**src/rtl/gse_pkg.sv**
```systemverilog
`default_nettype none
package gse_pkg;
    localparam int unsigned DivW = 32;
    localparam logic [7:0] SensReset = 8'd16;
    localparam logic [30:0] BiasLimitReset = 31'd320;
    localparam logic [30:0] NoiseLimitReset = 31'd6400;
    localparam logic [1:0] RegSens = 2'd0;
    localparam logic [1:0] RegBiasLimit = 2'd1;
    localparam logic [1:0] RegNoiseLimit = 2'd2;

    typedef struct packed {
        logic        start;
        logic [31:0] dividend;
        logic [31:0] divisor;
    } div_req_t;

    typedef struct packed {
        logic        done;
        logic [31:0] quotient;
    } div_rsp_t;
endpackage
`default_nettype wire

```
**src/rtl/gse_divider.sv**
```systemverilog
`default_nettype none
module gse_divider (
    input  wire logic             clk,
    input  wire logic             rst_n,
    input  wire gse_pkg::div_req_t req,
    output gse_pkg::div_rsp_t     rsp
);
    logic [31:0] quot_reg, quot_next;
    logic [32:0] rem_reg, rem_next;
    logic [31:0] den_reg, den_next;
    logic [5:0]  cnt_reg, cnt_next;
    logic        busy_reg, busy_next;
    logic        done_reg, done_next;
    logic [32:0] shifted;
    logic [32:0] diff;

    always_comb
    begin
        shifted = {rem_reg[31:0], quot_reg[31]};
        diff = shifted - {1'b0, den_reg};
        quot_next = quot_reg;
        rem_next = rem_reg;
        den_next = den_reg;
        cnt_next = cnt_reg;
        busy_next = busy_reg;
        done_next = 1'b0;
        if (req.start)
        begin
            quot_next = req.dividend;
            rem_next = '0;
            den_next = req.divisor;
            cnt_next = 6'd32;
            busy_next = 1'b1;
        end
        else if (busy_reg)
        begin
            if (!diff[32])
            begin
                rem_next = diff;
                quot_next = {quot_reg[30:0], 1'b1};
            end
            else
            begin
                rem_next = shifted;
                quot_next = {quot_reg[30:0], 1'b0};
            end
            cnt_next = cnt_reg - 6'd1;
            if (cnt_reg == 6'd1)
            begin
                busy_next = 1'b0;
                done_next = 1'b1;
            end
        end
    end

    always_ff @(posedge clk or negedge rst_n)
    begin
        if (!rst_n)
        begin
            cnt_reg <= '0;
            busy_reg <= 1'b0;
            done_reg <= 1'b0;
        end
        else
        begin
            cnt_reg <= cnt_next;
            busy_reg <= busy_next;
            done_reg <= done_next;
        end
    end

    always_ff @(posedge clk)
    begin
        quot_reg <= quot_next;
        rem_reg <= rem_next;
        den_reg <= den_next;
    end

    assign rsp.done = done_reg;
    assign rsp.quotient = (den_reg == 32'd0) ? 32'd0 : quot_reg;
endmodule
`default_nettype wire

```
**src/rtl/gyro_selftest_evaluator_core.sv**
```systemverilog
// Sequence: the three axes in turn, then an output state from which the result strobe is registered.
// Per axis: two divider passes, the root loop, two more divider passes, then a step to advance.
// A new report is not taken until the last one is done; busy stays high until the strobe cycle.
// A single 32-step restoring divider and a shift-subtract root loop do all division work.
// The result strobe lasts one cycle and cannot be stalled.
// Reset (asynchronous, active low) clears the sequencer and loads register defaults.
`default_nettype none
module gyro_selftest_evaluator_core (
    input  wire logic        clk,
    input  wire logic        rst_n,
    input  wire logic        start,
    output logic             busy,
    input  wire logic [30:0] sample_count,
    input  wire logic [31:0] bias_x,
    input  wire logic [31:0] bias_y,
    input  wire logic [31:0] bias_z,
    input  wire logic [31:0] noise_sum_x,
    input  wire logic [31:0] noise_sum_y,
    input  wire logic [31:0] noise_sum_z,
    input  wire logic        cfg_valid,
    output logic             cfg_ready,
    input  wire logic [1:0]  cfg_index,
    input  wire logic [31:0] cfg_data,
    output logic             done,
    output logic [9:0]       fail_flags,
    output logic [31:0]      bias_mdps_x,
    output logic [31:0]      bias_mdps_y,
    output logic [31:0]      bias_mdps_z,
    output logic [19:0]      noise_mdps_x,
    output logic [19:0]      noise_mdps_y,
    output logic [19:0]      noise_mdps_z,
    output logic [15:0]      cal_x,
    output logic [15:0]      cal_y,
    output logic [15:0]      cal_z
);
    localparam logic [3:0] S_IDLE  = 4'd0;
    localparam logic [3:0] S_MEAN  = 4'd1;
    localparam logic [3:0] S_MEANW = 4'd2;
    localparam logic [3:0] S_SCL   = 4'd3;
    localparam logic [3:0] S_SCLW  = 4'd4;
    localparam logic [3:0] S_ROOT  = 4'd5;
    localparam logic [3:0] S_NDIV  = 4'd6;
    localparam logic [3:0] S_NDIVW = 4'd7;
    localparam logic [3:0] S_BDIV  = 4'd8;
    localparam logic [3:0] S_BDIVW = 4'd9;
    localparam logic [3:0] S_NEXT  = 4'd10;
    localparam logic [3:0] S_OUT   = 4'd11;

    logic [3:0]  state_reg, state_next;
    logic [1:0]  axis_reg, axis_next;
    logic [7:0]  sens_reg;
    logic [30:0] blim_reg, nlim_reg;
    logic [30:0] cnt_reg;
    logic [31:0] bias_reg [3];
    logic [31:0] noise_reg [3];
    logic [31:0] mean_reg, val_reg;
    logic [31:0] res_reg;
    logic [31:0] bit_reg;
    logic [9:0]  flags_reg;
    logic [31:0] bmd_reg [3];
    logic [19:0] nmd_reg [3];
    logic        done_reg;
    gse_pkg::div_req_t dreq;
    gse_pkg::div_rsp_t drsp;

    logic [31:0] cb, cn, mag, babs, prod, pabs, q_s, mean_s;
    logic        nneg, bneg, pneg;
    logic [31:0] rb, trial;
    logic [31:0] res_w;
    logic [31:0] scaled_w;
    logic [63:0] scl_prod;

    gse_divider u_div (.clk(clk), .rst_n(rst_n), .req(dreq), .rsp(drsp));

    assign cb = bias_reg[axis_reg];
    assign cn = noise_reg[axis_reg];
    assign nneg = cn[31];
    assign bneg = cb[31];
    assign mag = bneg ? (32'd0 - cb) : cb;
    assign prod = cb * 32'd1000;
    assign pneg = prod[31];
    assign pabs = pneg ? (32'd0 - prod) : prod;
    assign babs = {1'b0, cnt_reg};
    assign q_s = drsp.quotient;
    assign mean_s = mean_reg;
    assign res_w = res_reg;
    assign trial = res_w + bit_reg;
    assign rb = res_w;
    assign scl_prod = {32'd0, cn} * 64'd10000;
    assign scaled_w = nneg ? 32'h8000_0000 :
                      (($signed(cn) > 32'sd10000) ? (mean_s * 32'd10000) : q_s);

    always_comb
    begin
        state_next = state_reg;
        axis_next = axis_reg;
        dreq = '0;
        case (state_reg)
            S_IDLE:
                if (start)
                begin
                    state_next = S_MEAN;
                    axis_next = 2'd0;
                end
            S_MEAN:
            begin
                dreq.start = 1'b1;
                dreq.dividend = nneg ? (32'd0 - cn) : cn;
                dreq.divisor = babs;
                state_next = S_MEANW;
            end
            S_MEANW:
                if (drsp.done) state_next = S_SCL;
            S_SCL:
            begin
                dreq.start = 1'b1;
                dreq.dividend = scl_prod[31:0];
                dreq.divisor = babs;
                state_next = S_SCLW;
            end
            S_SCLW:
                if (drsp.done) state_next = S_ROOT;
            S_ROOT:
                if (bit_reg == 32'd0) state_next = S_NDIV;
            S_NDIV:
            begin
                dreq.start = 1'b1;
                dreq.dividend = res_w;
                dreq.divisor = {24'd0, sens_reg};
                state_next = S_NDIVW;
            end
            S_NDIVW:
                if (drsp.done) state_next = S_BDIV;
            S_BDIV:
            begin
                dreq.start = 1'b1;
                dreq.dividend = pabs;
                dreq.divisor = {24'd0, sens_reg};
                state_next = S_BDIVW;
            end
            S_BDIVW:
                if (drsp.done) state_next = S_NEXT;
            S_NEXT:
            begin
                if (axis_reg == 2'd2) state_next = S_OUT;
                else
                begin
                    axis_next = axis_reg + 2'd1;
                    state_next = S_MEAN;
                end
            end
            S_OUT: state_next = S_IDLE;
            default: state_next = S_IDLE;
        endcase
    end

    always_ff @(posedge clk or negedge rst_n)
    begin
        if (!rst_n)
        begin
            state_reg <= S_IDLE;
            axis_reg <= 2'd0;
            sens_reg <= gse_pkg::SensReset;
            blim_reg <= gse_pkg::BiasLimitReset;
            nlim_reg <= gse_pkg::NoiseLimitReset;
            done_reg <= 1'b0;
            flags_reg <= '0;
        end
        else
        begin
            state_reg <= state_next;
            axis_reg <= axis_next;
            done_reg <= (state_reg == S_OUT);
            if (cfg_valid && cfg_ready)
            begin
                case (cfg_index)
                    gse_pkg::RegSens: sens_reg <= cfg_data[7:0];
                    gse_pkg::RegBiasLimit: blim_reg <= cfg_data[30:0];
                    gse_pkg::RegNoiseLimit: nlim_reg <= cfg_data[30:0];
                    default: ;
                endcase
            end
            if (state_reg == S_IDLE && start) flags_reg <= '0;
            if (state_reg == S_MEANW && drsp.done)
            begin
                if (!mag[31] && (mag[30:0] > blim_reg)) flags_reg[3 + axis_reg] <= 1'b1;
                if (cn == 32'd0) flags_reg[6] <= 1'b1;
                if (!nneg && (q_s > {1'b0, nlim_reg})) flags_reg[7 + axis_reg] <= 1'b1;
            end
        end
    end

    always_ff @(posedge clk)
    begin
        case (state_reg)
            S_IDLE:
                if (start)
                begin
                    cnt_reg <= sample_count;
                    bias_reg[0] <= bias_x;
                    bias_reg[1] <= bias_y;
                    bias_reg[2] <= bias_z;
                    noise_reg[0] <= noise_sum_x;
                    noise_reg[1] <= noise_sum_y;
                    noise_reg[2] <= noise_sum_z;
                end
            S_MEANW:
                if (drsp.done) mean_reg <= q_s;
            S_SCLW:
                if (drsp.done)
                begin
                    val_reg <= scaled_w;
                    res_reg <= '0;
                    bit_reg <= 32'h4000_0000;
                end
            S_ROOT:
                if (bit_reg != 32'd0)
                begin
                    if (bit_reg > val_reg && res_reg == 32'd0)
                    begin
                        bit_reg <= bit_reg >> 2;
                    end
                    else
                    begin
                        if (val_reg >= trial)
                        begin
                            val_reg <= val_reg - trial;
                            res_reg <= (rb >> 1) + bit_reg;
                        end
                        else res_reg <= res_reg >> 1;
                        bit_reg <= bit_reg >> 2;
                    end
                end
            S_NDIVW:
                if (drsp.done) nmd_reg[axis_reg] <= 20'(q_s * 32'd10);
            S_BDIVW:
                if (drsp.done) bmd_reg[axis_reg] <= pneg ? (32'd0 - q_s) : q_s;
            default: ;
        endcase
    end

    assign busy = (state_reg != S_IDLE);
    assign cfg_ready = (state_reg == S_IDLE);
    assign done = done_reg;
    assign fail_flags = flags_reg;
    assign bias_mdps_x = bmd_reg[0];
    assign bias_mdps_y = bmd_reg[1];
    assign bias_mdps_z = bmd_reg[2];
    assign noise_mdps_x = nmd_reg[0];
    assign noise_mdps_y = nmd_reg[1];
    assign noise_mdps_z = nmd_reg[2];
    assign cal_x = (flags_reg == 10'd0) ? bias_reg[0][15:0] : 16'd0;
    assign cal_y = (flags_reg == 10'd0) ? bias_reg[1][15:0] : 16'd0;
    assign cal_z = (flags_reg == 10'd0) ? bias_reg[2][15:0] : 16'd0;
endmodule
`default_nettype wire

```
**config.mk**
```make
export PLATFORM = sky130hd
export DESIGN_NAME = gyro_selftest_evaluator_core
export DESIGN_NICKNAME = d
export VERILOG_FILES = /design/src/rtl/gse_pkg.sv /design/src/rtl/gse_divider.sv /design/src/rtl/gyro_selftest_evaluator_core.sv
export SDC_FILE = /design/constraint.sdc
export NUM_CORES = 2
export LEC_CHECK = 0
export BUFFER_PORTS_ARGS = -buffer_cell sky130_fd_sc_hd__clkbuf_2
export CORE_MARGIN = 10
export CORE_UTILIZATION = 28
export DETAILED_ROUTE_END_ITERATION = 12
export PLACE_DENSITY = 0.55
export RECOVER_POWER = 100
export SLEW_MARGIN = 0
export SYNTH_ARGS = -nofsm -noshare
export SYNTH_HDL_FRONTEND = slang
export SYNTH_SLANG_ARGS = --single-unit
export TNS_END_PERCENT = 50
```
**constraint.sdc**
```tcl
create_clock -name clk -period 17.6 [get_ports clk]
set_input_delay 2.64 -clock clk [delete_from_list [all_inputs] [get_ports clk]]
set_output_delay 2.64 -clock clk [all_outputs]
set_load 0.05 [all_outputs]
```
[Word level (Yosys, flattened, before mapping)]
Memory sizes are Yosys's and may differ from the RTL's.
Cells that the tools add are included.
Word-level totals
  bits in registers: 350
  memory bits (writable): 345
  output and inout port bits: 217
  logic and storage cells: 172
  memories kept: 4
Operators by class
  add/sub/neg operators: 12
  multipliers: 4
  $lt $le $gt $ge: 9
  eq/ne operators: 25
  multiplexer cells: 66
  bitwise gates (word level): 2
  reduce and logical (&&, ||, !) cells: 32
Memory list
  bias_reg: depth 3, bits a word 32, rd ports 4, clocked after Yosys merged registers in 0, wr ports 3, line gyro_selftest_evaluator_core.sv:54  | logic [31:0] bias_reg [3];
  bmd_reg: depth 3, bits a word 32, rd ports 3, clocked after Yosys merged registers in 0, wr ports 1, line gyro_selftest_evaluator_core.sv:60  | logic [31:0] bmd_reg [3];
  noise_reg: depth 3, bits a word 32, rd ports 1, clocked after Yosys merged registers in 0, wr ports 3, line gyro_selftest_evaluator_core.sv:55  | logic [31:0] noise_reg [3];
  nmd_reg: depth 3, bits a word 19, rd ports 3, clocked after Yosys merged registers in 0, wr ports 1, line gyro_selftest_evaluator_core.sv:61  | logic [19:0] nmd_reg [3];
Operators by type and width (number)
  32-bit two-way mux: 20
  65-bit case mux with 4 select lines: 1
  32-bit case mux with 2 select lines: 3
  32-bit logical NOT: 4
  1-bit by 32-bit subtractor with 32-bit output (first input constant): 4
  32-bit by 10-bit multiplier with 28-bit output (second input constant): 2
  10-bit two-way mux: 5
  16-bit two-way mux: 3
  4-bit case mux with 11 select lines: 1
  33-bit by 32-bit subtractor with 33-bit output: 1
  31-bit by 32-bit adder with 32-bit output: 1
  32-bit adder: 1
  32-bit >= comparator: 1
  32-bit by 15-bit > comparator with 1-bit output (second input constant): 1
  32-bit by 31-bit > comparator with 1-bit output: 1
  32-bit > comparator: 1
  32-bit by 3-bit multiplier with 19-bit output (second input constant): 1
  32-bit by 7-bit multiplier with 29-bit output (second input constant): 1
  32-bit nonzero test: 1
  32-bit subtractor: 1
  31-bit > comparator: 1
  4-bit two-way mux: 7
  10-bit bitwise OR: 2
  1-bit two-way mux: 19
  33 further kinds: 67

[Depth between registers and ports, before layout]
  depth in word-level cells: 13
  mapped depth: 30
  mapped depth without buffers: 25

[By module]
A second synthesis with hierarchy kept.
Second synthesis, totals
  cells, all modules: 4613
  area total of the unflattened synthesis: 48745.5 µm²
Modules (own cells, without submodules)
  gyro_selftest_evaluator_core: times used 1, cells an instance 3980, area an instance 42393.2 µm², sequential area each 16718.5 µm²
  gse_divider: times used 1, cells an instance 633, area an instance 6352.3 µm², sequential area each 2762.6 µm²

[Worst setup path before layout]
No wires, ideal clock.
  kind: input to register
  from: input start
  to: register axis_reg[0]
  library setup time: 127 ps
  data arrival time: 7749 ps
  slack: 9724 ps
  stages: 4
  path through: nand2_1 inv_1 nor2_1 mux2_2
On the way
  cells in the longest elaborated chain, start to end: 2
Ends and longest elaborated chain
  from (decl): line gyro_selftest_evaluator_core.sv:11  | input wire logic start,
  2-bit inequality test (no source line)
  3-bit AND reduction (no source line)
  to (signal assigned): line gyro_selftest_evaluator_core.sv:172  | axis_reg <= axis_next;
  to (decl): line gyro_selftest_evaluator_core.sv:50  | logic [1:0] axis_reg, axis_next;
No other way between the ends.
A chain may end at the register's enable or synchronous reset.

[Final worst setup path]
  from: register axis_reg[0]
  to: memory bmd_reg[1][17], data pin
On the way
  cells in the longest elaborated chain, start to end: 3
Ends and longest elaborated chain
  memory 3 x 32 bit
  32-bit by 7-bit multiplier with 29-bit output: line gyro_selftest_evaluator_core.sv:80  | assign prod = cb * 32'd1000;
  32-bit two-way mux: line gyro_selftest_evaluator_core.sv:237  | if (drsp.done) bmd_reg[axis_reg] <= pneg ? (32'd0 - q_s) : q_s;
  to (decl): line gyro_selftest_evaluator_core.sv:60
No other way between the ends.

==> results by group <==
Critical path
  • CP Launch Type: flip-flop
  • CP max-delay cell: clkbuf_1
  • CP Capture Type: flip-flop
  • CP bufs+invs: 3
  • Critical path required time: 17.94 ns
  • Reg2Reg Depth: 17
  • Critical Setup Path Class: reg2reg
  • Critical Path AT: 12.47 ns
  • Crit path max fanout: 48
  • Crit-path max cell delay: 1.66 ns
  • Worst path cell trace: clkbuf_1, clkbuf_1, mux2i_1, nor2_1, a21oi_1, ha_1, fa_1, fa_1, fa_1, ha_1, a21o_1, a21oi_1, o21ai_4, xnor2_2, clkbuf_1, o21ai_0, a21oi_1
  • Instance count on the critical path: 17
  • CP top delay family: buffers and inverters

Yosys
  • Synthesized cell area: 0.04806 mm²
  • Sequential area share after synthesis: 40.47%
  • Syn_area_per_cell: 10.58 µm²
  • Syn. warnings: 0
  • Fraction of registers with async set/reset: 14.09%
  • Ys flop type: edfxtp_1
  • Syn Inst Count: 4541
  • Synth unique cells: 101
  • Post-synth EDFFs: 547
  • Synthesized flop and latch total: 674

Run status
  • Status: complete, but fails checks
  • Failing checks: capacitance limit, slew limit

Drt
  • ANT nets after route: 0
  • Post-Route M1 WL: 62740 µm
  • Drt first pass iters: 6
  • Drt total wl: 152000 µm
  • Routed vias: 35438
  • Highest Signal Layer: met4
  • Met3 wire length: 9093 µm
  • Wirelength per Cell: 20.78 µm
  • Post-DR vias/cell: 4.846
  • DR WL met2: 72030 µm
  • DRC: 0
  • Initial DRC count: 2620

Clock network
  • CTS H-tree depth: 3
  • CTS Hold Bufs: 0
  • Postcts setup bufs: 0
  • CTS tree: yes
  • TritonCTS buffer count: 81
  • Worst-skew pair later-pin latency: 0.72 ns
  • Clk buf depth: 3
  • Post-cts sizing count: 0
  • CTS Sinks: 674
  • Clock slew at reported path FFs: 0.06 ns
  • CTS root buffer: clkbuf_16

GRT
  • All-Layer GR Usage: 15.73%
  • First-pass GRT wire length: 227000 µm
  • Vias in the first global route: 35857
  • Largest net degree at the start of global routing: 84
  • Initial antenna violation count: 6
  • Total gr overflow: 0

STA
  • Final period util: 68.93%
  • Post-route clock skew: 0.04824 ns
  • Setup-failing EPs final: 0
  • F_max: 82.43 MHz
  • Setup TNS: 0 ns
  • Worst slew pin tran: 4.328 ns
  • RSZ-0062 raised after global routing: no
  • Number of hold violations in the final report: 0
  • Slew Limit Fails: 1126
  • Fin crit period: 12.13 ns
  • Slew margin rel.: -188.5%

Cells and area
  • Synth-to-layout area growth: 15.36%
  • Layout cell share with drive strength beyond 1: 10.21%
  • Most frequent cells in the layout: 651 x inv_1, 547 x edfxtp_1, 468 x ha_1
  • Commonest non-fill, non-tap cell in the layout: inv_1
  • Nets: 5969

Flow run
  • Maxcap violations: 28

Die
  • IO Count: 478
  • Die outline height: 434.3 µm
  • Starting Density: 28.26%
  • # rows: 151
  • DIE AREA: 0.1886 mm²
  • Die W: 434.3 µm
  • Core area: 0.1700 mm²

Place
  • PortBufs: 473
  • Routability-driven placement congestion ratio: 0.8719
  • Dpl hpwl: 119500 µm

Hold path
  • Min-Delay Path Class: reg2reg
  • Hold path depth: 1
-- through the flow --
step | std cells | area [µm²] | setup slack (ns) | hold slack [ns] | util, %
after detailed placement | 7165 | 53230 | 9.154 | 0.4934 | 31.30
after global placement | 7165 | 53230 | 9.222 | 0.4906 | 31.30
after CTS | 7311 | 55910 | 9.137 | 0.5065 | 32.88
final | 7313 | 55440 | 5.469 | 0.5054 | 32.60
after floorplan | 4543 | 48060 | 9.724 | 0.4775 | -
after global routing | 7313 | 55440 | 4.821 | 0.5242 | 32.60
-- final timing paths --
check | startpoint | end | slack [ns]
worst min register to register | nlim_reg[2] | nlim_reg[2] | 0.51
worst max-delay path | axis_reg[0] | bmd_reg[1][17] | 5.47
worst max register to register | axis_reg[0] | bmd_reg[1][17] | 5.47
max in group asynchronous | rst_n | axis_reg[1] | 10.35
worst min-delay path | nlim_reg[2] | nlim_reg[2] | 0.51
min in group asynchronous | rst_n | nlim_reg[20] | 2.41
-- synth_stat cells, types with 11 or more instances --
library cell / instances / area, µm²
nor2b_1: 44 / 275.3
nor2_1: 288 / 1081
buf_1: 14 / 52.55
fa_1: 210 / 4204
o211ai_1: 15 / 112.6
xnor2_1: 202 / 1769
o31ai_1: 14 / 105.1
clkbuf_1: 90 / 337.8
a21oi_1: 308 / 1541
nand2_1: 196 / 735.7
o22ai_1: 33 / 206.5
ha_1: 468 / 5856
and4_1: 13 / 113.9
or3_1: 18 / 112.6
a211oi_1: 32 / 240.2
nand3_1: 49 / 245.2
and3_1: 62 / 387.9
and2_1: 85 / 531.8
o21ai_0: 178 / 890.9
dfxtp_1: 32 / 640.6
dfrtp_1: 89 / 2227
mux2_2: 71 / 799.5
buf_2: 28 / 140.1
o221ai_1: 15 / 131.4
nand2b_1: 43 / 269.0
nor3b_1: 11 / 82.58
a31o_2: 14 / 122.6
a21o_1: 79 / 593.1
o21bai_1: 31 / 232.7
o21a_1: 39 / 292.8
xor2_1: 100 / 875.8
nor3_1: 58 / 290.3
a22o_1: 15 / 131.4
a221oi_1: 16 / 140.1
nor4_1: 26 / 162.7
edfxtp_1: 547 / 16430
a31oi_1: 53 / 331.6
mux2i_1: 99 / 991.0
inv_1: 652 / 2447
nand4_1: 37 / 231.5
-- logic make-up (layout without fill, tap and decap cells) --
group           count (synthesis)  in the layout  share of synthesized area (%)
xor+xnor                      305            305                          5.629
fa+ha+maj                     678            678                          20.93
other cells                     1              5                       0.007803
compound gates                953            953                          12.80
simple gates                  967            967                          10.10
flops                         674            674                          40.47
mux                           170            170                          3.726
buf+inv                       793           1343                          6.329
-- layout make-up --
cell class                      instances  area (µm²)
Antenna cell                            2       5.005
Clock buffer                          108        2206
Clock inverter                         38       471.7
Fill cell                           17505      114600
Inverter                              654        2456
Multi-Input combinational cell       3076       25610
Sequential cell                       674       19450
Tap cell                             2218        2775
Timing Repair Buffer                  543        2462
-- layer usage --
layer  vias up  track usage (%)
met5         -                0
met4         0            7.657
met3       267            3.106
met2      1034            26.22
met1     17242            19.39
li1      16895                -
Power is not shown: default switching activity piles up to over one toggle a cycle in this logic, so the estimate is an artifact.
